==> src/design/first_fit_heap_allocator_assert.svh <==
// assertion macros shared by the allocator's modules
// expects signals named clk and rst in the including module
`ifndef FIRST_FIT_HEAP_ALLOCATOR_ASSERT_SVH
`define FIRST_FIT_HEAP_ALLOCATOR_ASSERT_SVH
`ifndef NO_ASSERTIONS
// condition must hold in the same cycle as the trigger
`define FFHA_ASSERT_NOW(label, trig, cond) \
  label: assert property (@(posedge clk) disable iff (rst) (trig) |-> (cond)) \
    else $error("allocator check failed");
// condition must hold in the cycle after the trigger
`define FFHA_ASSERT_NXT(label, trig, cond) \
  label: assert property (@(posedge clk) disable iff (rst) (trig) |=> (cond)) \
    else $error("allocator check failed");
`else
`define FFHA_ASSERT_NOW(label, trig, cond)
`define FFHA_ASSERT_NXT(label, trig, cond)
`endif
`endif

==> src/design/ffha_pkg.sv <==
// shared types, codes and constants of the first-fit heap allocator
// no dependencies
package ffha_pkg;

  localparam int POOL_BYTES_DEF   = 65536;
  localparam int ALIGN_BYTES_DEF  = 8;
  localparam int HEADER_BYTES_DEF = 24;

  // header store defaults for the generic ram (size field plus free mark)
  localparam int HDR_W_DEF     = 18;
  localparam int HDR_DEPTH_DEF = 8192;

  localparam int REQ_W = 17;
  localparam int OFF_W = 16;

  localparam logic CMD_ALLOC = 1'b0;
  localparam logic CMD_FREE  = 1'b1;

  typedef struct packed {
    logic             command;
    logic [REQ_W-1:0] request_size;
    logic [OFF_W-1:0] free_offset;
  } ffha_req_t;

  typedef struct packed {
    logic             success;
    logic [OFF_W-1:0] payload_offset;
    logic [REQ_W-1:0] granted_size;
  } ffha_rsp_t;

  typedef enum logic [1:0] {
    RD_NONE,
    RD_FIRST,
    RD_NEXT
  } ffha_rd_op_t;

  typedef enum logic [2:0] {
    WR_NONE,
    WR_INIT,
    WR_ALLOC,
    WR_SPLIT,
    WR_MERGE
  } ffha_wr_op_t;

  typedef enum logic [2:0] {
    WALK_HOLD,
    WALK_START,
    WALK_ADVANCE,
    WALK_HIT,
    WALK_MERGE
  } ffha_walk_op_t;

  typedef enum logic [1:0] {
    RES_KEEP,
    RES_FAIL,
    RES_ALLOC,
    RES_FREE
  } ffha_res_op_t;

  typedef struct packed {
    logic          capture;
    ffha_rd_op_t   rd_op;
    ffha_wr_op_t   wr_op;
    ffha_walk_op_t walk_op;
    ffha_res_op_t  res_op;
    logic          load_out;
  } ffha_cmd_t;

  typedef struct packed {
    logic free_cmd;
    logic bad_req;
    logic fit;
    logic split;
    logic hit;
    logic walk_end;
    logic out_free;
  } ffha_sts_t;

  // trailing zero count, used to find the common power-of-two grain of block starts
  function automatic int ffha_ctz(input int unsigned v);
    int          n;
    int unsigned w;
    n = 0;
    w = v;
    while (w[0] == 1'b0 && n < 31) begin
      w = w >> 1;
      n = n + 1;
    end
    return n;
  endfunction

endpackage

==> src/design/ffha_datapath.sv <==
// allocator datapath: request capture, size rounding, block walk registers,
// header write formatting and the result register; depends on ffha_pkg
module ffha_datapath
  import ffha_pkg::*;
#(
  parameter int POOL_BYTES   = POOL_BYTES_DEF,
  parameter int ALIGN_BYTES  = ALIGN_BYTES_DEF,
  parameter int HEADER_BYTES = HEADER_BYTES_DEF,
  localparam int ADDR_W = $clog2(POOL_BYTES + 1),
  localparam int HW     = ADDR_W + 1,
  localparam int SH     = ffha_ctz(HEADER_BYTES | ALIGN_BYTES),
  localparam int DEPTH  = (POOL_BYTES + (1 << SH) - 1) >> SH,
  localparam int IDX_W  = $clog2(DEPTH)
) (
  input  logic             clk,
  input  logic             rst,
  input  ffha_cmd_t        cmd,
  output ffha_sts_t        sts,
  input  ffha_req_t        req_data,
  output logic             rsp_valid,
  output ffha_rsp_t        rsp_data,
  input  logic             rsp_ready,
  output logic             ram_wr_en,
  output logic [IDX_W-1:0] ram_wr_addr,
  output logic [HW-1:0]    ram_wr_data,
  output logic             ram_rd_en,
  output logic [IDX_W-1:0] ram_rd_addr,
  input  logic [HW-1:0]    ram_rd_data
);

  localparam int X_W    = REQ_W + 1;
  localparam int WW     = ((ADDR_W > X_W) ? ADDR_W : X_W) + 1;
  localparam int RS     = X_W + 7;
  localparam int M_W    = RS - 1;
  localparam int PROD_W = X_W + M_W;
  localparam int Q_W    = PROD_W - RS;
  localparam logic [M_W-1:0] RECIP =
    M_W'(((64'd1 << RS) + 64'(ALIGN_BYTES) - 64'd1) / 64'(ALIGN_BYTES));
  localparam logic [WW-1:0] H_C    = WW'(HEADER_BYTES);
  localparam logic [WW-1:0] A_C    = WW'(ALIGN_BYTES);
  localparam logic [WW-1:0] POOL_C = WW'(POOL_BYTES);

  logic              op_q;
  logic [X_W-1:0]    x_q;
  logic              zero_q;
  logic              null_q;
  logic [WW-1:0]     target_q;
  logic [PROD_W-1:0] prod_q;
  logic [Q_W-1:0]    quot;
  logic [X_W-1:0]    asz_q;
  logic [WW-1:0]     asz_w;
  logic [WW-1:0]     cur;
  logic [HW-1:0]     hdr_q;
  logic [WW-1:0]     prev_start;
  logic [HW-1:0]     prev_hdr;
  logic              prev_valid;
  logic              next_valid;
  logic [ADDR_W-1:0] merged_q;
  ffha_rsp_t         res_q;

  logic              rd_free;
  logic [WW-1:0]     rd_size;
  logic [WW-1:0]     nxt;
  logic              nxt_in_pool;
  logic              next_free;
  logic [WW-1:0]     merged_sum;
  logic [WW-1:0]     rd_full;
  logic [WW-1:0]     wr_full;

  assign asz_w       = WW'(asz_q);
  assign quot        = prod_q[PROD_W-1 -: Q_W];
  assign rd_free     = ram_rd_data[HW-1];
  assign rd_size     = WW'(ram_rd_data[ADDR_W-1:0]);
  assign nxt         = cur + H_C + rd_size;
  assign nxt_in_pool = nxt < POOL_C;
  assign next_free   = next_valid && ram_rd_data[HW-1];
  assign merged_sum  = WW'(hdr_q[ADDR_W-1:0]) + (next_free ? (H_C + rd_size) : '0);

  // status toward the controller; walk flags are meaningful while a header is on the read port
  always_comb begin
    sts.free_cmd = (op_q == CMD_FREE);
    sts.bad_req  = (op_q == CMD_FREE) ? null_q : zero_q;
    sts.fit      = rd_free && (rd_size >= asz_w);
    sts.split    = rd_size >= (asz_w + H_C + A_C);
    sts.hit      = (cur == target_q);
    sts.walk_end = (op_q == CMD_FREE) ? ((nxt > target_q) || !nxt_in_pool) : !nxt_in_pool;
    sts.out_free = !rsp_valid || rsp_ready;
  end

  // request capture and size rounding (multiply by reciprocal, then by the alignment)
  always_ff @(posedge clk) begin
    if (cmd.capture) begin
      op_q     <= req_data.command;
      x_q      <= X_W'(req_data.request_size) + X_W'(ALIGN_BYTES - 1);
      zero_q   <= (req_data.request_size == '0);
      null_q   <= (WW'(req_data.free_offset) < H_C);
      target_q <= WW'(req_data.free_offset) - H_C;
    end
    prod_q <= PROD_W'(x_q) * PROD_W'(RECIP);
    asz_q  <= X_W'(quot) * X_W'(ALIGN_BYTES);
  end

  // block walk registers
  always_ff @(posedge clk) begin
    case (cmd.walk_op)
      WALK_START: begin
        cur        <= '0;
        prev_valid <= 1'b0;
      end
      WALK_ADVANCE: begin
        prev_start <= cur;
        prev_hdr   <= ram_rd_data;
        prev_valid <= 1'b1;
        cur        <= nxt;
      end
      WALK_HIT: begin
        hdr_q      <= ram_rd_data;
        next_valid <= nxt_in_pool;
      end
      WALK_MERGE: begin
        merged_q <= ADDR_W'(merged_sum);
      end
      default: begin
      end
    endcase
    if (cmd.wr_op == WR_ALLOC) begin
      hdr_q <= ram_rd_data;
    end
  end

  // header reads
  always_comb begin
    ram_rd_en = 1'b0;
    rd_full   = '0;
    case (cmd.rd_op)
      RD_FIRST: begin
        ram_rd_en = 1'b1;
      end
      RD_NEXT: begin
        ram_rd_en = nxt_in_pool;
        rd_full   = nxt;
      end
      default: begin
      end
    endcase
  end
  assign ram_rd_addr = rd_full[SH +: IDX_W];

  // header writes
  always_comb begin
    ram_wr_en   = 1'b0;
    wr_full     = '0;
    ram_wr_data = '0;
    case (cmd.wr_op)
      WR_INIT: begin
        ram_wr_en   = 1'b1;
        ram_wr_data = {1'b1, ADDR_W'(POOL_C - H_C)};
      end
      WR_ALLOC: begin
        ram_wr_en   = 1'b1;
        wr_full     = cur;
        ram_wr_data = {1'b0, sts.split ? ADDR_W'(asz_w) : ADDR_W'(rd_size)};
      end
      WR_SPLIT: begin
        ram_wr_en   = 1'b1;
        wr_full     = cur + H_C + asz_w;
        ram_wr_data = {1'b1, ADDR_W'(WW'(hdr_q[ADDR_W-1:0]) - asz_w - H_C)};
      end
      WR_MERGE: begin
        ram_wr_en = 1'b1;
        if (prev_valid && prev_hdr[HW-1]) begin
          wr_full     = prev_start;
          ram_wr_data = {1'b1, ADDR_W'(WW'(prev_hdr[ADDR_W-1:0]) + H_C + WW'(merged_q))};
        end else begin
          wr_full     = cur;
          ram_wr_data = {1'b1, merged_q};
        end
      end
      default: begin
      end
    endcase
  end
  assign ram_wr_addr = wr_full[SH +: IDX_W];

  // pending result, then the output register
  always_ff @(posedge clk) begin
    case (cmd.res_op)
      RES_FAIL: begin
        res_q <= '0;
      end
      RES_ALLOC: begin
        res_q.success        <= 1'b1;
        res_q.payload_offset <= OFF_W'(cur + H_C);
        res_q.granted_size   <= REQ_W'(asz_q);
      end
      RES_FREE: begin
        res_q.success        <= 1'b1;
        res_q.payload_offset <= '0;
        res_q.granted_size   <= '0;
      end
      default: begin
      end
    endcase
    if (cmd.load_out) begin
      rsp_data <= res_q;
    end
  end

  always_ff @(posedge clk) begin
    if (rst) begin
      rsp_valid <= 1'b0;
    end else if (cmd.load_out) begin
      rsp_valid <= 1'b1;
    end else if (rsp_ready) begin
      rsp_valid <= 1'b0;
    end
  end

  `include "first_fit_heap_allocator_assert.svh"

  // rounded size is the smallest multiple of the alignment not below the request
  `FFHA_ASSERT_NXT(a_round_ok, cmd.walk_op == WALK_START, (asz_q <= x_q) && (asz_w + A_C > WW'(x_q)))
  `FFHA_ASSERT_NOW(a_rd_in_pool, ram_rd_en, rd_full < POOL_C)
  // every header written describes a block that ends inside the pool
  `FFHA_ASSERT_NOW(a_wr_in_chain, ram_wr_en, wr_full + H_C + WW'(ram_wr_data[ADDR_W-1:0]) <= POOL_C)

endmodule

==> config.mk <==
export PLATFORM = sky130hd
export DESIGN_NAME = ffha_datapath
export DESIGN_NICKNAME = d
export VERILOG_FILES = /design/src/design/ffha_pkg.sv /design/src/design/ffha_datapath.sv
export VERILOG_INCLUDE_DIRS = /design/src /design/src/design
export SDC_FILE = /design/constraint.sdc
export NUM_CORES = 1
export LEC_CHECK = 0
export ABC_AREA = 0
export BUFFER_PORTS_ARGS = -buffer_cell sky130_fd_sc_hd__clkbuf_2
export CAP_MARGIN = 20
export CELL_PAD_IN_SITES_DETAIL_PLACEMENT = 1
export CELL_PAD_IN_SITES_GLOBAL_PLACEMENT = 1
export CORE_MARGIN = 2
export CORE_UTILIZATION = 51
export DETAILED_ROUTE_END_ITERATION = 16
export GPL_ROUTABILITY_DRIVEN = 0
export HOLD_SLACK_MARGIN = 0.15
export PLACE_DENSITY = 0.95
export REMOVE_ABC_BUFFERS = 1
export SLEW_MARGIN = 20
export SYNTH_ARGS = -nofsm -noshare
export SYNTH_HDL_FRONTEND = slang
export SYNTH_SLANG_ARGS = --single-unit
==> constraint.sdc <==
create_clock -name clk -period 8.1 [get_ports clk]
set_input_delay 1.62 -clock clk [delete_from_list [all_inputs] [get_ports clk]]
set_output_delay 1.62 -clock clk [all_outputs]
set_load 0.05 [all_outputs]
== Word level (Yosys, flattened, before mapping) ==
Index checks and enable logic that the tools add are counted.

* Register bits after elaboration: 231
* Logic and storage cells: 84

* Equality and inequality tests: 14
* Mux-type cells: 18
* Reduce and logical (&&, ||, !) cells: 13
* Magnitude comparators: 5
* $add $sub $neg: 13

{| class="wikitable"
|+ Operator list
! kind !! number
|-
| $pmux 34 s3 || 1
|-
| $mux 17 || 5
|-
| $pmux 18 s4 || 1
|-
| $pmux 16 s3 || 1
|-
| $pmux 19 s2 || 1
|-
| $add 17x17->17 || 2
|-
| $mux 16 || 2
|-
| $add 18x5->19 const B || 1
|-
| $add 19x17->19 || 1
|-
| $add 19x4->19 const B || 1
|-
| $add 19x5->19 const B || 1
|-
| $eq 19x19->1 || 1
|-
| $ge 17x19->1 || 1
|-
| $gt 19x19->1 || 1
|-
| $lt 19x17->1 const B || 1
|-
| $add 17x3->18 const B || 1
|-
| $ge 17x18->1 || 1
|-
| $add 17x5->17 const B || 1
|-
| $add 5x17->17 const A || 1
|-
| $logic_not 17->1 || 1
|-
| $sub 16x5->17 const B || 1
|-
| $sub 17x17->17 || 1
|-
| $sub 17x5->17 const B || 1
|-
| $add 16x16->16 || 1
|-
| 14 further kinds || 33
|}

== Longest topological paths before layout ==
* Depth in word-level cells: 6
* Depth in mapped cells: 20
* Gate-level depth less buffers: 20

== Worst setup path after synthesis ==
Ideal clock, no wire load.

* Path type: input to output
* From: in ram_rd_data[0]
* To: out ram_rd_en
* Arrival time: 5.097 ns
* Path slack: 1.383 ns
* Stages on the path: 12
* Buffers on the path: 0
* Data required time: 6.480 ns
* Cells stage by stage: ha_1 inv_1 fa_1 nor2b_1 o31a_1 o21ai_0 a211oi_1 o31ai_1 a21oi_1 xor2_1 inv_1 o41ai_1

* Word-level cells in the longest chain between the ends: 3

{| class="wikitable"
|+ Ends and longest elaborated chain
! element !! line !! text
|-
| start: declaration || ffha_datapath.sv:28 || <nowiki>input logic [HW-1:0] ram_rd_data</nowiki>
|-
| $add 19x17->19 || ffha_datapath.sv:74 || <nowiki>assign nxt = cur + H_C + rd_size;</nowiki>
|-
| named net nxt[18] || ffha_datapath.sv:63 || <nowiki>logic [WW-1:0] nxt;</nowiki>
|-
| $lt 19x17->1 || ffha_datapath.sv:75 || <nowiki>assign nxt_in_pool = nxt < POOL_C;</nowiki>
|-
| $pmux 1 s2 || ffha_datapath.sv:135 || <nowiki>case (cmd.rd_op)</nowiki>
|-
| end: declaration || ffha_datapath.sv:26 || <nowiki>output logic ram_rd_en,</nowiki>
|}

The timed path passes the listed nets, and every way through them passes these cells.

==> summary.txt <==
Detailed routing
  – Routed vias: 12400
  – Remaining antenna violation count: 0
  – Total Wirelength: 52.1 mm
  – Via/cell ratio: 6.61
  – Initial DRC count: 1397
  – # DRC: 0
  – Wire per inst: 27.9 um
  – DR pass1 iterations: 8

Global routing
  – Vias in the first global route: 13300
  – Initial antenna violation count: 0
  – Largest net degree at the start of global routing: 36
  – First-pass GRT wire length: 78.5 mm
  – Total grt overflow: 0
  – GR Util All Layers: 36.1%

Yosys
  – Unique masters post-synth: 77
  – Syn. warnings: 0
  – EDFF count, synth: 183
  – Primary FF master, synth: edfxtp_1
  – Asr flop ratio synth: 0%
  – Sequential share of the synthesized area: 43.9%
  – Yosys reg bits: 214
  – Synthesized area per cell: 10.3 sq um
  – Post-Synthesis Cell Area: 0.0139 sq mm
  – Cell count after synthesis: 1357

Critical path
  – CP Max Fanout: 8
  – Startpoint types: register
  – Worst R2R Path Depth: 15
  – CP Data Arrival Time: 6.36 ns
  – Crit path kind: register to output port
  – CP required: 6.48 ns
  – Element type at the critical path end: output port

Finish
  – Most frequent cells in the layout: 183 x edfxtp_1, 160 x ha_1, 151 x clkbuf_2
  – Antenna diode count: 0
  – Layout cell share with drive strength beyond 1: 14.6%
  – Final net count: 1743
  – Synth-to-layout area growth: 14.0%
  – Most common cell after layout, fill and taps aside: edfxtp_1
  – Util after Layout: 59.1%
  – Final std cells w/o fill: 1871
  – Final Cell Area: 0.0159 sq mm

Clocking
  – Num Clock Sinks: 214
  – Resized cells post-CTS: 0
  – Skew-Pair Late Insertion Delay: 0.55 ns
  – H-tree levels: 1
  – Clock root buffer: clkbuf_16
  – Longest Clk Path Bufs: 3
  – Hold_buf cts: 0
  – Post-CTS Setup Repair Bufs: 0
  – Worst-path clk slew: 0.08 ns
  – CTS buffer count: 24
  – CTS tree: done

Die
  – CORE AREA: 0.0269 sq mm
  – # IOs: 155
  – # rows: 60
  – Die area: 0.0287 sq mm
  – Die X-Extent: 169 um
  – Die Y: 169 um
  – Starting Density: 51.9%

Power
  – P per Cell Area: 227 mW/mm^2
  – Worst VDD drop: 0.000222 V
  – Leakage: 7.03 nW
  – Power Total: 3.60 mW

Placement
  – Placed instance area: 0.0150 sq mm
  – Port Buf Inserts: 151
  – Placed cells: 1827
  – Hpwl dp: 35.1 mm
  – DP Worst Slack: 0.979 ns

STA
  – Crit path time final: 7.98 ns
  – Final period util: 98.6%
  – Final WS setup: 0.115 ns
  – Total negative slack: 0 ns
  – Fmax achieved: 0.125 GHz
  – Slew Limit Headroom: 22.7%
  – Worst-Margin Slew: 1.16 ns
  – Post-Route Skew: 0.0294 ns
  – Hold Vio Cnt, Final: 0
  – Hold WS: 0.330 ns
  – Max-slew violations: 0
  – RSZ-0062 raised after global routing: no
  – Final setup violation count: 0

Hold path
  – Hold depth: 0
  – Worst hold-check path type: register to register

Outcome
  – Status: complete, no violations

Job
  – Max-cap violations: 0
[synth_stat cells (all sizes together) (11+ instances only)]
master | n | area share [%]
edfxtp | 183 | 39
ha | 160 | 14
inv | 125 | 3.4
nor2 | 112 | 3.0
nand2 | 80 | 2.2
a21oi | 78 | 2.8
xnor2 | 76 | 4.8
xor2 | 66 | 4.1
o21ai | 61 | 2.2
and2 | 44 | 2.0
nand3 | 37 | 1.3
dfxtp | 31 | 4.5
nor3 | 26 | 0.93
clkbuf | 22 | 0.60
a21o | 19 | 1.0
nand2b | 18 | 0.81
and3 | 15 | 0.67
nor2b | 15 | 0.67
nor4 | 15 | 0.72
a211oi | 13 | 0.70
a22oi | 12 | 0.65
a31oi | 11 | 0.49
nand4 | 11 | 0.54
o21a | 11 | 0.59
[worst paths after layout]
kind | startpoint | endpoint | slack, ns
max | cur[3] | sts[1] | 0.12
min | prod_q[28] | asz_q[6] | 0.33
max reg2reg | cur[3] | next_valid | 3.14
min reg2reg | prod_q[28] | asz_q[6] | 0.33
[flip-flops by register name, summed over array words and instances (netlist names), 13 cells and up]
register / count
merged_q: 17
prev_start: 13
target_q: 17
rsp_data: 31
prod_q: 15
res_q: 31
cur: 19
prev_hdr: 18
x_q: 15
hdr_q: 17
asz_q: 15
[area by class of cell]
type,count,area (sq um)
clock inverter,17,180
sequential,214,6120
fill,2947,11000
timing repair buffer,155,786
multi-input combinational,992,7250
tap,341,427
clock buffer,27,654
inverter,125,469
[metal layers]
layer / GRT usage, % / up-vias / part of all wire, %
met5: 0 / - / 0
met4: 23.9 / 0 / 7.9
met3: 7.02 / 311 / 8.5
met2: 62.2 / 821 / 48
met1: 41.0 / 6023 / 36
li1: - / 5203 / -
[worst max-delay path: stages (launching register included)]
cell	delay [ns]
edfxtp_1	0.57
inv_1	0.18
ha_1	0.31
nor3b_2	0.35
nand4_1	0.16
xnor2_1	0.44
ha_1	0.43
a21oi_1	0.28
o21ai_0	0.24
nand3_1	0.17
nand2_1	0.10
o31ai_1	0.29
a21oi_1	0.15
xor2_1	0.32
inv_1	0.18
ha_1	0.35
nand4_1	0.19
nor2_1	0.25
nand2_1	0.09
o41ai_1	0.32
o2111ai_1	0.17
clkbuf_2	0.27
[cells by family after synthesis]
logic type	share of synthesized area, %
simple gates	14.5
xor+xnor	8.92
flops	43.9
fa+ha+maj	14.9
other cells	0.0269
compound gates	12.9
buf+inv	4.26
mux	0.557
[power breakdown]
group	leakage [nW]	internal (mW)	switching [mW]	total, mW
sequential	2.06	1.29	0.0693	1.35
combinational	4.55	0.343	0.712	1.06
clock	0.411	0.684	0.508	1.19
total	7.03	2.31	1.29	3.60
No activity file was read; power rests on OpenSTA's default activity.
