## config.mk

```make
export PLATFORM = sky130hd
export DESIGN_NAME = ffha_ctrl
export DESIGN_NICKNAME = d
export VERILOG_FILES = /design/src/design/ffha_pkg.sv /design/src/design/ffha_ctrl.sv
export VERILOG_INCLUDE_DIRS = /design/src /design/src/design
export SDC_FILE = /design/constraint.sdc
export NUM_CORES = 1
export LEC_CHECK = 0
export BUFFER_PORTS_ARGS = -buffer_cell sky130_fd_sc_hd__buf_2
export CAP_MARGIN = 20
export CORE_AREA = 2 2 40 50
export CTS_CLUSTER_DIAMETER = 200
export CTS_CLUSTER_SIZE = 12
export DETAILED_ROUTE_END_ITERATION = 8
export DIE_AREA = 0 0 42 52
export PLACE_DENSITY = 0.83
export SYNTH_ARGS = -nofsm -noshare
export SYNTH_HDL_FRONTEND = slang
export SYNTH_SLANG_ARGS = --single-unit
export TNS_END_PERCENT = 5
```

## constraint.sdc

```tcl
create_clock -name clk -period 1.8 [get_ports clk]
set_input_delay 0.36 -clock clk [delete_from_list [all_inputs] [get_ports clk]]
set_output_delay 0.36 -clock clk [all_outputs]
set_load 0.01 [all_outputs]
```

## src/design/first_fit_heap_allocator_assert.svh

```systemverilog
// assertion macros shared by the allocator's modules
// expects signals named clk and rst in the including module
`ifndef FIRST_FIT_HEAP_ALLOCATOR_ASSERT_SVH
`define FIRST_FIT_HEAP_ALLOCATOR_ASSERT_SVH
`ifndef NO_ASSERTIONS
// condition must hold in the same cycle as the trigger
`define FFHA_ASSERT_NOW(label, trig, cond) \
  label: assert property (@(posedge clk) disable iff (rst) (trig) |-> (cond)) \
    else $error("allocator check failed");
// condition must hold in the cycle after the trigger
`define FFHA_ASSERT_NXT(label, trig, cond) \
  label: assert property (@(posedge clk) disable iff (rst) (trig) |=> (cond)) \
    else $error("allocator check failed");
`else
`define FFHA_ASSERT_NOW(label, trig, cond)
`define FFHA_ASSERT_NXT(label, trig, cond)
`endif
`endif

```

## src/design/ffha_pkg.sv

```systemverilog
// shared types, codes and constants of the first-fit heap allocator
// no dependencies
package ffha_pkg;

  localparam int POOL_BYTES_DEF   = 65536;
  localparam int ALIGN_BYTES_DEF  = 8;
  localparam int HEADER_BYTES_DEF = 24;

  // header store defaults for the generic ram (size field plus free mark)
  localparam int HDR_W_DEF     = 18;
  localparam int HDR_DEPTH_DEF = 8192;

  localparam int REQ_W = 17;
  localparam int OFF_W = 16;

  localparam logic CMD_ALLOC = 1'b0;
  localparam logic CMD_FREE  = 1'b1;

  typedef struct packed {
    logic             command;
    logic [REQ_W-1:0] request_size;
    logic [OFF_W-1:0] free_offset;
  } ffha_req_t;

  typedef struct packed {
    logic             success;
    logic [OFF_W-1:0] payload_offset;
    logic [REQ_W-1:0] granted_size;
  } ffha_rsp_t;

  typedef enum logic [1:0] {
    RD_NONE,
    RD_FIRST,
    RD_NEXT
  } ffha_rd_op_t;

  typedef enum logic [2:0] {
    WR_NONE,
    WR_INIT,
    WR_ALLOC,
    WR_SPLIT,
    WR_MERGE
  } ffha_wr_op_t;

  typedef enum logic [2:0] {
    WALK_HOLD,
    WALK_START,
    WALK_ADVANCE,
    WALK_HIT,
    WALK_MERGE
  } ffha_walk_op_t;

  typedef enum logic [1:0] {
    RES_KEEP,
    RES_FAIL,
    RES_ALLOC,
    RES_FREE
  } ffha_res_op_t;

  typedef struct packed {
    logic          capture;
    ffha_rd_op_t   rd_op;
    ffha_wr_op_t   wr_op;
    ffha_walk_op_t walk_op;
    ffha_res_op_t  res_op;
    logic          load_out;
  } ffha_cmd_t;

  typedef struct packed {
    logic free_cmd;
    logic bad_req;
    logic fit;
    logic split;
    logic hit;
    logic walk_end;
    logic out_free;
  } ffha_sts_t;

  // trailing zero count, used to find the common power-of-two grain of block starts
  function automatic int ffha_ctz(input int unsigned v);
    int          n;
    int unsigned w;
    n = 0;
    w = v;
    while (w[0] == 1'b0 && n < 31) begin
      w = w >> 1;
      n = n + 1;
    end
    return n;
  endfunction

endpackage

```

## src/design/ffha_ctrl.sv

```systemverilog
// allocator controller: one-hot sequencer that drives the datapath by commands
// depends on ffha_pkg and the assertion macro header
module ffha_ctrl
  import ffha_pkg::*;
(
  input  logic      clk,
  input  logic      rst,
  input  logic      req_valid,
  output logic      req_ready,
  input  ffha_sts_t sts,
  output ffha_cmd_t cmd
);

  typedef enum logic [8:0] {
    ST_INIT      = 9'b000000001,
    ST_IDLE      = 9'b000000010,
    ST_PREP      = 9'b000000100,
    ST_SCALE     = 9'b000001000,
    ST_WALK      = 9'b000010000,
    ST_SPLIT     = 9'b000100000,
    ST_FREE_NEXT = 9'b001000000,
    ST_FREE_WR   = 9'b010000000,
    ST_DONE      = 9'b100000000
  } state_t;

  state_t state;
  state_t state_next;

  always_ff @(posedge clk) begin
    if (rst) begin
      state <= ST_INIT;
    end else begin
      state <= state_next;
    end
  end

  always_comb begin
    state_next   = state;
    req_ready    = 1'b0;
    cmd.capture  = 1'b0;
    cmd.rd_op    = RD_NONE;
    cmd.wr_op    = WR_NONE;
    cmd.walk_op  = WALK_HOLD;
    cmd.res_op   = RES_KEEP;
    cmd.load_out = 1'b0;
    case (state)
      ST_INIT: begin
        cmd.wr_op  = WR_INIT;
        state_next = ST_IDLE;
      end
      ST_IDLE: begin
        req_ready = 1'b1;
        if (req_valid) begin
          cmd.capture = 1'b1;
          state_next  = ST_PREP;
        end
      end
      ST_PREP: begin
        if (sts.bad_req) begin
          cmd.res_op = RES_FAIL;
          state_next = ST_DONE;
        end else begin
          state_next = ST_SCALE;
        end
      end
      ST_SCALE: begin
        cmd.rd_op   = RD_FIRST;
        cmd.walk_op = WALK_START;
        state_next  = ST_WALK;
      end
      ST_WALK: begin
        if (sts.free_cmd) begin
          if (sts.hit) begin
            cmd.walk_op = WALK_HIT;
            cmd.rd_op   = RD_NEXT;
            state_next  = ST_FREE_NEXT;
          end else if (sts.walk_end) begin
            cmd.res_op = RES_FAIL;
            state_next = ST_DONE;
          end else begin
            cmd.walk_op = WALK_ADVANCE;
            cmd.rd_op   = RD_NEXT;
          end
        end else begin
          if (sts.fit) begin
            cmd.wr_op  = WR_ALLOC;
            cmd.res_op = RES_ALLOC;
            state_next = sts.split ? ST_SPLIT : ST_DONE;
          end else if (sts.walk_end) begin
            cmd.res_op = RES_FAIL;
            state_next = ST_DONE;
          end else begin
            cmd.walk_op = WALK_ADVANCE;
            cmd.rd_op   = RD_NEXT;
          end
        end
      end
      ST_SPLIT: begin
        cmd.wr_op  = WR_SPLIT;
        state_next = ST_DONE;
      end
      ST_FREE_NEXT: begin
        cmd.walk_op = WALK_MERGE;
        state_next  = ST_FREE_WR;
      end
      ST_FREE_WR: begin
        cmd.wr_op  = WR_MERGE;
        cmd.res_op = RES_FREE;
        state_next = ST_DONE;
      end
      ST_DONE: begin
        if (sts.out_free) begin
          cmd.load_out = 1'b1;
          state_next   = ST_IDLE;
        end
      end
      default: begin
        state_next = ST_INIT;
      end
    endcase
  end

  `include "first_fit_heap_allocator_assert.svh"

  `FFHA_ASSERT_NOW(a_load_needs_slot, cmd.load_out, sts.out_free)
  `FFHA_ASSERT_NOW(a_no_port_clash, cmd.wr_op != WR_NONE, cmd.rd_op == RD_NONE)
  `FFHA_ASSERT_NOW(a_split_after_alloc, cmd.wr_op == WR_SPLIT, $past(cmd.wr_op) == WR_ALLOC)

endmodule

```

# Yosys cells after proc, flatten, opt, wreduce, memory -nomap -nowiden
# Cells that the tools add are included.
# totals
in_bits,10
mem_count,0
romBits,0
reg_bits,9
latch_bits,0
elab_cells,46
mem_bits_rw,0
output_inout_bits,13
# op_classes
eq_ne,11
bitwise_logic,0
muxes,32
n_mul,0
shift,0
n_lt_le_gt_ge,0
div_mod_pow,0
add_sub_neg,0
n_reduce_logical,2
# ops
op,n
9-bit 2-to-1 mux,8
9-bit case mux with 8 select lines,1
2-bit 2-to-1 mux,10
3-bit case mux with 4 select lines,1
9-bit by 1-bit equality test with 1-bit output (second input constant),1
9-bit by 2-bit equality test with 1-bit output (second input constant),1
9-bit by 3-bit equality test with 1-bit output (second input constant),1
9-bit by 4-bit equality test with 1-bit output (second input constant),1
9-bit by 5-bit equality test with 1-bit output (second input constant),1
9-bit by 6-bit equality test with 1-bit output (second input constant),1
9-bit by 7-bit equality test with 1-bit output (second input constant),1
9-bit by 8-bit equality test with 1-bit output (second input constant),1
9-bit equality test (second input constant),1
3-bit case mux with 3 select lines,1
1-bit 2-to-1 mux,8
2-bit case mux with 3 select lines,1
4-bit 2-to-1 mux,1
2-bit != test (second input constant),2
2-bit case mux with 2 select lines,1
2-bit AND reduction,1
2-bit OR reduction,1

# Logic depth before layout (Yosys ltp)
# Gate-level depths: netlist (run 1).
# depth
ltp_word,4
mapped_depth,6
ltp_nobuf,4

# Worst setup path after synthesis (run 1)
# Ideal clock, no wire load.
# synth_path
path_type,register to output
startpoint,reg state[4]
endpoint,out cmd[2] (netlist bit)
arrival_time_ps,1697
n_path_buf,2
setup_slack_ps,-257
path_stages_with_launch,6
required_ps,1440
path_cell_list,dfxtp_1 -> buf_6 -> or4_4 -> buf_6 -> nor4_1 -> o21bai_1
# synth_rtl
element,line,text
"start, declared",ffha_ctrl.sv:26,state_t state;
"start signal, assigned",ffha_ctrl.sv:33,state <= state_next;
"end, declared",ffha_ctrl.sv:11,output ffha_cmd_t cmd

==> results of run 1 <==
-- through the flow --
stage	instance area (um2)	total power, mW	setup slack, ns	std cells
final	1059	0.6552	-0.4107	148
after global routing	1059	0.6866	-0.4392	148
after CTS	1036	0.6477	-0.4046	148
after detailed placement	954.7	0.4558	-0.1319	144
after global placement	954.7	0.4485	-0.09155	144
after floorplan	735.7	0.3551	-0.1537	93
-- critical path, delay by kind of cell (launching register included) --
family          cells  cell delay, ns
buf+inv             1            0.12
flops               1            0.33
compound gates      1            0.08
simple gates        2            1.06
-- cells in the final DEF, fill, tap and decap left out, types with 2 or more instances in the layout --
cell	n
dfxtp_2	3
nor2b_1	4
xor2_1	2
buf_4	16
nand2b_1	5
and3_1	3
buf_6	3
nand2_1	5
nor2_1	5
or2_2	2
or4_4	2
nor3_1	7
o21ai_0	5
inv_1	4
dfxtp_1	6
clkbuf_4	3
buf_2	20
a21oi_1	2
and2_1	2
nor4_4	4
-- worst max path at each step --
stage	from	endpoint	slack, ns	cells past startpoint
3_3_place_gp	state[8]$_SDFFE_PP0P_	cmd[3]	-0.09	4
6_report	state[8]$_SDFFE_PP0P_	cmd[3]	-0.41	4
5_1_grt	state[8]$_SDFFE_PP0P_	cmd[2]	-0.44	5
2_1_floorplan	state[4]$_SDFFE_PP0P_	cmd[3]	-0.15	5
3_5_place_dp	state[8]$_SDFFE_PP0P_	cmd[3]	-0.13	4
4_1_cts	state[8]$_SDFFE_PP0P_	cmd[3]	-0.40	4
-- cell families (layout without fill, tap and decap cells) --
| group | Yosys count | count (layout) | synth area share (%) |
|---|---|---|---|
| buffers and inverters | 12 | 48 | 8.535 |
| AOI/OAI and AO/OA | 20 | 20 | 19.17 |
| and+or+nand+nor | 50 | 50 | 44.78 |
| DFF | 9 | 9 | 25.09 |
| xor gates and xnor gates | 2 | 2 | 2.439 |
-- per-layer routing --
metal	routed length [um]	track usage, %	vias up
met4	70	10.75	0
li1	-	-	412
met2	1198	45.31	32
met1	918	24.11	415
met3	100	1.389	8
met5	0	0	-
-- area by class of cell --
cell class,count,area [um2],area share (%)
Tap cell,19,23.77,2.246
Clock buffer,4,26.28,2.482
Timing Repair Buffer,39,254.0,24.00
Multi-Input combinational cell,72,551.8,52.13
Inverter,5,18.77,1.773
Sequential cell,9,183.9,17.38
-- power by group --
| group | internal, mW | switching [mW] | leakage (nW) |
|---|---|---|---|
| combinational | 0.133 | 0.133 | 0.384 |
| clock | 0.0855 | 0.0734 | 0.0150 |
| sequential | 0.212 | 0.0183 | 0.0739 |
| total | 0.431 | 0.224 | 0.473 |
-- repair_timing --
action	4_1_cts	5_1_grt
pin swaps	0	2
gates resized for setup	10	4
hold buffers	0	0
endpoints found under the setup margin	14	14
==> results.sh, run 1 <==
export IMPL_synth_distinct_cells=39
export IMPL_dpl_hpwl_um=1746
export IMPL_timing_hold_ws_ns=0.3844
export IMPL_finalSetupTns_ns=-3.105
export IMPL_grt_max_degree=11
export IMPL_fmax_mhz=452.4
export IMPL_syn_mean_instance_area_um2=7.722
export IMPL_power_density_nw_per_um2=619.0
export IMPL_cts_tree="built"
export IMPL_worst_slew_pin_slew_ns=0.3502
export IMPL_drv_slew=0
export IMPL_relSlewSlack_pct=76.05
export IMPL_async_reset_ff_share_pct=0
export IMPL_top_register="state"
export IMPL_wirelength_um=2287
export IMPL_reg_top3="state x9"
export IMPL_setup_violations=12
export IMPL_antenna_found_initial=0
export IMPL_drive_above_1_share_pct=48.06
export IMPL_timing_rr_end="state[0]$_SDFFE_PP1P_"
export IMPL_port_buffers=22
export IMPL_num_rows=17
export IMPL_dieHeight_um=52
export IMPL_root_buffer="clkbuf_4"
export IMPL_grt_total_usage_pct=22.85
export IMPL_hold_violations=0
export IMPL_yosysTopAreaCellShare_pct=25.09
export IMPL_finalClockSkew_ns=0.001687
export IMPL_synth_area_leaders="dfxtp_1, nand2b_1, nor3_1, nor4_1, o21ai_0"
export IMPL_drcViolationCount=0
export IMPL_die_area_um2=2184
export IMPL_die_w_um=42
export IMPL_status="finished with violations"
export IMPL_crit_chain="or4_4 -> or4_4 -> o21ai_4 -> buf_6"
export IMPL_netlist_area_um2=718.2
export IMPL_critPathKind="reg2out"
export IMPL_r2r_slack_ns=0.02
export IMPL_worstPathMaxFanout=5
export IMPL_grt_pass1_wl_um=3774
export IMPL_fillers=164
export IMPL_synth_edf_count=0
export IMPL_irDropWorstVdd_uv=278.4
export IMPL_period_minus_slack_ns=2.211
export IMPL_crit_required_ns=1.44
export IMPL_final_util_pct=61.44
export IMPL_worstHoldStart="sts[5]"
export IMPL_min_delay_worst_endpoint="state[3]$_SDFFE_PP0P_"
export IMPL_cts_setup_buffers=0
export IMPL_synth_nets=103
export IMPL_synthTopCellsByCount="dfxtp_1, nor3_1, nand2b_1, o21ai_0"
export IMPL_violations="negative setup slack"
export IMPL_grt_pass1_vias=851
export IMPL_ys_ff_latch=9
export IMPL_overflow=0
export IMPL_drt_iter0_markers=20
export IMPL_drv_cap=0
export IMPL_vias_per_cell=5.858
export IMPL_ctsHtreeMaxLevel=1
export IMPL_synth_most_common_cell="dfxtp_1"
export IMPL_hold_class="in2reg"
export IMPL_crit_arrival_ns=1.85
export IMPL_cp_end_kind="output pin"
export IMPL_synthCells=93
export IMPL_yosys_warnings=0
export IMPL_synth_seq_area_share_pct=25.09
export IMPL_drtPass1Iterations=4
export IMPL_ff2ff_path_depth=5
export IMPL_period_share_pct=122.8
export IMPL_fin_nets=140
export IMPL_path_clk_slew_ns=0.06
export IMPL_gp_congestion=0.8845
export IMPL_syn_to_final_growth_pct=47.39
export IMPL_startpoint_type="flop"
export IMPL_cts_sinks=9
export IMPL_antenna_cells=0
export IMPL_yosys_area_top_type="dfxtp_1"
export IMPL_clock_latency_ns=0.26
export IMPL_ys_flop_type="dfxtp_1"
export IMPL_cts_buffer_depth=2
export IMPL_largest_register_ffs=9
export IMPL_rsz0062_at_grt="true"
export IMPL_io_pins=23
export IMPL_cts_buffers=3
export IMPL_initial_core_util_pct=41.68
export IMPL_r2r_start="state[8]$_SDFFE_PP0P_"
export IMPL_p_leak_nw=0.4728
export IMPL_critPathSlowestCell="or4_4"
export IMPL_wl_per_cell_um=15.45
export IMPL_core_area_um2=1723
export IMPL_cpPeakStageDelay_ns=0.58
export IMPL_crit_top_cell="or4_4"
export IMPL_setup_ws_ns=-0.4107
export IMPL_ant_nets=0
export IMPL_vias=867
export IMPL_holdPathStages=3
(Power assumes the default switching activity.)
==> run 2: changes to the inputs <==
--- a/config.mk
+++ b/config.mk
@@ -8,12 +8,12 @@
 export LEC_CHECK = 0
 export BUFFER_PORTS_ARGS = -buffer_cell sky130_fd_sc_hd__buf_2
 export CAP_MARGIN = 20
-export CORE_AREA = 2 2 40 50
+export CORE_AREA = 2 2 42 52
 export CTS_CLUSTER_DIAMETER = 200
 export CTS_CLUSTER_SIZE = 12
 export DETAILED_ROUTE_END_ITERATION = 8
-export DIE_AREA = 0 0 42 52
-export PLACE_DENSITY = 0.83
+export DIE_AREA = 0 0 44 54
+export PLACE_DENSITY = 0.77
 export SYNTH_ARGS = -nofsm -noshare
 export SYNTH_HDL_FRONTEND = slang
 export SYNTH_SLANG_ARGS = --single-unit
==> run 2 against run 1 <==
The flow still finishes with violations (negative setup slack). Cell count increased by 2.0%. Via count is 0.23% higher. Sequential share of layout area down 0.34 points. Clock skew barely moved. Core utilization shrank 5.3 points. Worst hold slack got worse by 0.0082 ns. Fmax decreased by 0.67%. Non-clock buffer count rose by 2. Sequential power about the same.
==> results.sh, run 2 (same netlist as run 1, synthesis figures left out) <==
export IMPL_grt_max_degree=11
export IMPL_regArea_um2=185.2
export IMPL_clock_power_share_pct=24.2
export IMPL_wl_met2_um=1191
export IMPL_final_util_pct=56.14
export IMPL_drcViolationCount=0
export IMPL_largest_register_ffs=9
export IMPL_fin_nets=142
export IMPL_cpPeakStageDelay_ns=0.58
export IMPL_vias=869
export IMPL_cts_tree="built"
export IMPL_dpl_hpwl_um=1646
export IMPL_crit_buf_inv=1
export IMPL_ant_nets=0
export IMPL_ff2ff_path_depth=5
export IMPL_cts_sinks=9
export IMPL_worst_slew_pin_slew_ns=0.3720
export IMPL_top_layer="met4"
export IMPL_core_area_um2=1937
export IMPL_power_density_nw_per_um2=624.4
export IMPL_ctsHtreeMaxLevel=1
export IMPL_switching_share_pct=33.66
export IMPL_r2r_slack_ns=0.04
export IMPL_violations="negative setup slack"
export IMPL_final_common_cell="buf_2"
export IMPL_io_pins=23
export IMPL_r2r_start="state[5]$_SDFFE_PP0P_"
export IMPL_port_buffers=22
export IMPL_relSlewSlack_pct=74.56
export IMPL_reg_top3="state x9"
export IMPL_p_comb_share_pct=42.0
export IMPL_mostFrequentLayoutCells="buf_2, buf_4, nor3_1, buf_6"
export IMPL_postPlaceCellArea_um2=963.4
export IMPL_timing_rr_end="state[0]$_SDFFE_PP1P_"
export IMPL_clock_latency_ns=0.26
export IMPL_crit_arrival_ns=1.87
export IMPL_crit_chain="or4_4 -> or4_4 -> o21ai_4 -> buf_2"
export IMPL_fmax_mhz=449.3
export IMPL_internal_power_mw=0.4504
export IMPL_drv_slew=0
export IMPL_finalSetupTns_ns=-3.243
export IMPL_top_register="state"
export IMPL_cts_buffer_depth=2
export IMPL_period_minus_slack_ns=2.226
export IMPL_syn_to_final_growth_pct=51.39
export IMPL_critPathSlowestCell="or4_4"
export IMPL_period_share_pct=123.6
export IMPL_status="finished with violations"
export IMPL_die_area_um2=2376
export IMPL_grt_pass1_vias=816
export IMPL_wl_met3_um=140
export IMPL_irDropWorstVdd_uv=311.0
export IMPL_dieHeight_um=54
export IMPL_die_w_um=44
export IMPL_min_delay_worst_endpoint="state[3]$_SDFFE_PP0P_"
export IMPL_multi_input_area_um2=545.5
export IMPL_crit_required_ns=1.44
export IMPL_initial_core_util_pct=37.08
export IMPL_hold_class="in2reg"
export IMPL_drv_cap=0
export IMPL_antenna_cells=0
export IMPL_setup_violations=12
export IMPL_worstPathMaxFanout=5
export IMPL_grt_total_usage_pct=19.86
export IMPL_critPathKind="reg2out"
export IMPL_drive_above_1_share_pct=52.67
export IMPL_drt_iter0_markers=22
export IMPL_share_seq_of_total_power_pct=33.8
export IMPL_antenna_found_initial=0
export IMPL_root_buffer="clkbuf_4"
export IMPL_grt_pass1_wl_um=3498
export IMPL_crit_top_cell="or4_4"
export IMPL_p_leak_nw=0.4920
export IMPL_startpoint_type="flop"
export IMPL_worstHoldStart="sts[5]"
export IMPL_holdPathStages=3
export IMPL_setup_ws_ns=-0.4257
export IMPL_wl_per_cell_um=14.64
export IMPL_wirelength_um=2210
export IMPL_vias_per_cell=5.755
export IMPL_num_rows=18
export IMPL_drtPass1Iterations=4
export IMPL_gp_congestion=0.8214
export IMPL_fillers=182
export IMPL_hold_violations=0
export IMPL_switchingPower_mw=0.2285
export IMPL_path_clk_slew_ns=0.07
export IMPL_cp_top_family="simple AND/OR/NAND/NOR gates"
export IMPL_overflow=0
export IMPL_wl_met1_um=858
export IMPL_cts_buffers=3
export IMPL_finalClockSkew_ns=0.001830
export IMPL_finalInstanceArea_um2=1087
export IMPL_cp_end_kind="output pin"
export IMPL_rsz0062_at_grt="true"
[run 2: changes by cell type in the layout (fill, tap and decap cells not counted), sizes merged]
cell and delta:
clkbuf -1, buf +2, clkinv +1
[run 2: per-stage QoR]
stage	power, mW	hold WS (ns)	setup slack, ns	instances
3_3_place_gp	0.4572	0.6514	-0.1022	146
2_1_floorplan	0.3551	0.5385	-0.1537	93
4_1_cts	0.6532	0.3696	-0.4196	150
3_5_place_dp	0.4639	0.6511	-0.1192	146
5_1_grt	0.7197	0.3884	-0.4649	151
6_report	0.6790	0.3763	-0.4257	151
[run 2: worst register-to-register path: stages (launching register included)]
cell	delay (ns)
dfxtp_2	0.32
or4_4	0.58
buf_6	0.15
a311o_1	0.29
a211oi_2	0.23
a21oi_1	0.06
[run 2: what timing repair did]
action,in CTS,in global routing
gates resized for setup,9,12
pin swaps,2,2
hold buffers,0,0
buffers inserted,0,1
setup endpoints to repair,13,14
[run 2: routing by layer]
metal | track usage [%] | vias up
met3 | 2.685 | 4
met1 | 22.16 | 408
li1 | - | 418
met5 | 0 | -
met4 | 9.596 | 0
met2 | 36.52 | 39
[run 2: worst max path at each step]
stage | from | end | depth (start not counted)
after floorplan | state[4]$_SDFFE_PP0P_ | cmd[3] | 5
after global placement | state[8]$_SDFFE_PP0P_ | cmd[3] | 4
after detailed placement | state[8]$_SDFFE_PP0P_ | cmd[3] | 4
after CTS | state[8]$_SDFFE_PP0P_ | cmd[3] | 4
after global routing | state[5]$_SDFFE_PP0P_ | cmd[11] | 5
final | state[5]$_SDFFE_PP0P_ | cmd[3] | 4
[run 2: cell type report]
class                   count  area share, %
clock inverters             1         0.4603
well taps                  20          2.302
inverters                   5          1.726
flip-flops and latches      9          17.03
multi-input cells          72          50.17
clock buffers               3          2.071
repair buffers             41          26.24
[run 2: power by group through the flow]
stage                     clock network (mW)  logic, mW  registers, mW
after floorplan                            0      0.128          0.227
after global placement                     0      0.230          0.228
after detailed placement                   0      0.236          0.228
after CTS                              0.167      0.260          0.226
after global routing                   0.176      0.312          0.232
final                                  0.164      0.285          0.230
==> run 3: changes to the inputs <==
--- a/config.mk
+++ b/config.mk
@@ -14,6 +14,7 @@
 export DETAILED_ROUTE_END_ITERATION = 8
 export DIE_AREA = 0 0 44 54
 export PLACE_DENSITY = 0.77
+export RECOVER_POWER = 100
 export SYNTH_ARGS = -nofsm -noshare
 export SYNTH_HDL_FRONTEND = slang
 export SYNTH_SLANG_ARGS = --single-unit
==> run 3 against run 2 <==
The run still ends with negative setup slack left. Flip-flop and latch count stayed put. Sequential share of layout area hardly changed. Power is 1.3% lower. Clock-buffer cell count is the same. Worst hold slack barely moved.
==> results.sh, run 3 (same netlist as run 1, synthesis figures left out) <==
export IMPL_hold_class="in2reg"
export IMPL_postPlaceCellArea_um2=963.4
export IMPL_mostFrequentLayoutCells="buf_2, buf_4, nor3_1, buf_6, dfxtp_1"
export IMPL_crit_required_ns=1.44
export IMPL_cp_end_kind="output pin"
export IMPL_syn_to_final_growth_pct=50.35
export IMPL_dieHeight_um=54
export IMPL_wl_per_cell_um=14.68
export IMPL_grt_pass1_wl_um=3498
export IMPL_met1_usage_pct=22.16
export IMPL_relSlewSlack_pct=74.46
export IMPL_dp_slack_ns=-0.1192
export IMPL_dpl_cell_count=146
export IMPL_vias=857
export IMPL_fillers=186
export IMPL_path_clk_slew_ns=0.07
export IMPL_holdPathStages=3
export IMPL_fin_cells=151
export IMPL_grt_max_degree=11
export IMPL_final_common_cell="buf_2"
export IMPL_period_minus_slack_ns=2.226
export IMPL_startpoint_type="flop"
export IMPL_p_leak_nw=0.4850
export IMPL_hold_buffers=0
export IMPL_drv_slew=0
export IMPL_port_buffers=22
export IMPL_root_buffer="clkbuf_4"
export IMPL_drive_above_1_share_pct=50.38
export IMPL_io_pins=23
export IMPL_power_density_nw_per_um2=620.7
export IMPL_num_rows=18
export IMPL_total_power_mw=0.6702
export IMPL_cts_tree="built"
export IMPL_vias_per_cell=5.675
export IMPL_initial_core_util_pct=37.08
export IMPL_grt_use_met2_pct=36.52
export IMPL_met3_usage_pct=2.685
export IMPL_dpl_hpwl_um=1646
export IMPL_violations="negative setup slack"
export IMPL_drv_cap=0
export IMPL_die_area_um2=2376
export IMPL_wirelength_um=2216
export IMPL_crit_arrival_ns=1.87
export IMPL_busiest_layer="met2"
export IMPL_setup_violations=12
export IMPL_die_w_um=44
export IMPL_cts_buffer_depth=2
export IMPL_grt_pass1_vias=816
export IMPL_worstPathMaxFanout=5
export IMPL_multi_input_area_um2=543.0
export IMPL_clock_latency_ns=0.26
export IMPL_hold_violations=0
export IMPL_largest_register_ffs=9
export IMPL_timing_rr_end="state[0]$_SDFFE_PP1P_"
export IMPL_min_delay_worst_endpoint="state[3]$_SDFFE_PP0P_"
export IMPL_drtPass1Iterations=4
export IMPL_cts_sinks=9
export IMPL_antenna_found_initial=0
export IMPL_status="finished with violations"
export IMPL_antenna_cells=0
export IMPL_top_register="state"
export IMPL_overflow=0
export IMPL_r2r_start="state[5]$_SDFFE_PP0P_"
export IMPL_reg_top3="state x9"
export IMPL_regArea_um2=183.9
export IMPL_fmax_mhz=449.1
export IMPL_setup_ws_ns=-0.4264
export IMPL_worst_slew_pin_slew_ns=0.3734
export IMPL_gp_congestion=0.8214
export IMPL_finalClockSkew_ns=0.001052
export IMPL_ff2ff_path_depth=5
export IMPL_irDropWorstVdd_uv=288.7
export IMPL_rsz0062_at_grt="true"
export IMPL_critPathKind="reg2out"
export IMPL_drcViolationCount=0
export IMPL_core_area_um2=1937
export IMPL_ctsHtreeMaxLevel=1
export IMPL_finalInstanceArea_um2=1080
export IMPL_period_share_pct=123.7
export IMPL_worstHoldStart="sts[5]"
export IMPL_drt_iter0_markers=21
export IMPL_ant_nets=0
export IMPL_fin_nets=142
export IMPL_grt_total_usage_pct=19.86
export IMPL_r2r_slack_ns=0.05
export IMPL_cts_buffers=3
run 3: cell count changes in the layout (fill, tap and decap cells not counted):
cell and delta:
dfxtp_2 -1, dfxtp_1 +1, and2_0 +1, buf_4 -1, and2_4 -1, clkbuf_1 +1
run 3: power breakdown:
group	internal [mW]	switching, mW
combinational	0.148	0.129
sequential	0.212	0.0180
clock	0.0821	0.0815
total	0.441	0.229
run 3: critical path, cell delays in order, from the launching register on:
cell and delay (ns):
dfxtp_2 0.32, or4_4 0.58, or4_4 0.49, o21ai_4 0.07
buf_2 0.14
run 3: final cells by class:
| type | instances | share of cell area, % |
|---|---|---|
| Inverter | 5 | 1.738 |
| Clock buffer | 3 | 2.086 |
| Tap cell | 20 | 2.317 |
| Multi-Input combinational cell | 72 | 50.29 |
| Timing Repair Buffer | 41 | 26.07 |
| Sequential cell | 9 | 17.03 |
| Clock inverter | 1 | 0.4635 |
run 3: worst max path at each step:
stage	slack (ns)	end	from
2_1_floorplan	-0.15	cmd[3]	state[4]$_SDFFE_PP0P_
3_3_place_gp	-0.10	cmd[3]	state[8]$_SDFFE_PP0P_
3_5_place_dp	-0.12	cmd[3]	state[8]$_SDFFE_PP0P_
4_1_cts	-0.42	cmd[3]	state[8]$_SDFFE_PP0P_
5_1_grt	-0.46	cmd[11]	state[5]$_SDFFE_PP0P_
6_report	-0.43	cmd[3]	state[5]$_SDFFE_PP0P_
run 3: metal layers:
layer | wire length [um] | part of all wire (%)
met2 | 1190 | 54
met1 | 879 | 40
met4 | 19 | 0.86
met3 | 126 | 5.7
met5 | 0 | 0
run 3: stage by stage:
step	hold slack, ns	utilization, %	setup TNS [ns]
2_1_floorplan	0.5385	-	-0.6019
3_3_place_gp	0.6514	49.74	-0.3403
3_5_place_dp	0.6511	49.74	-0.4971
4_1_cts	0.3696	52.84	-3.193
5_1_grt	0.3884	55.75	-4.396
6_report	0.3758	55.75	-3.471
run 3: repair_timing:
item | in CTS | in global routing
setup endpoints to repair | 13 | 14
buffers inserted | 0 | 1
pin swaps | 2 | 2
gates resized for setup | 9 | 12
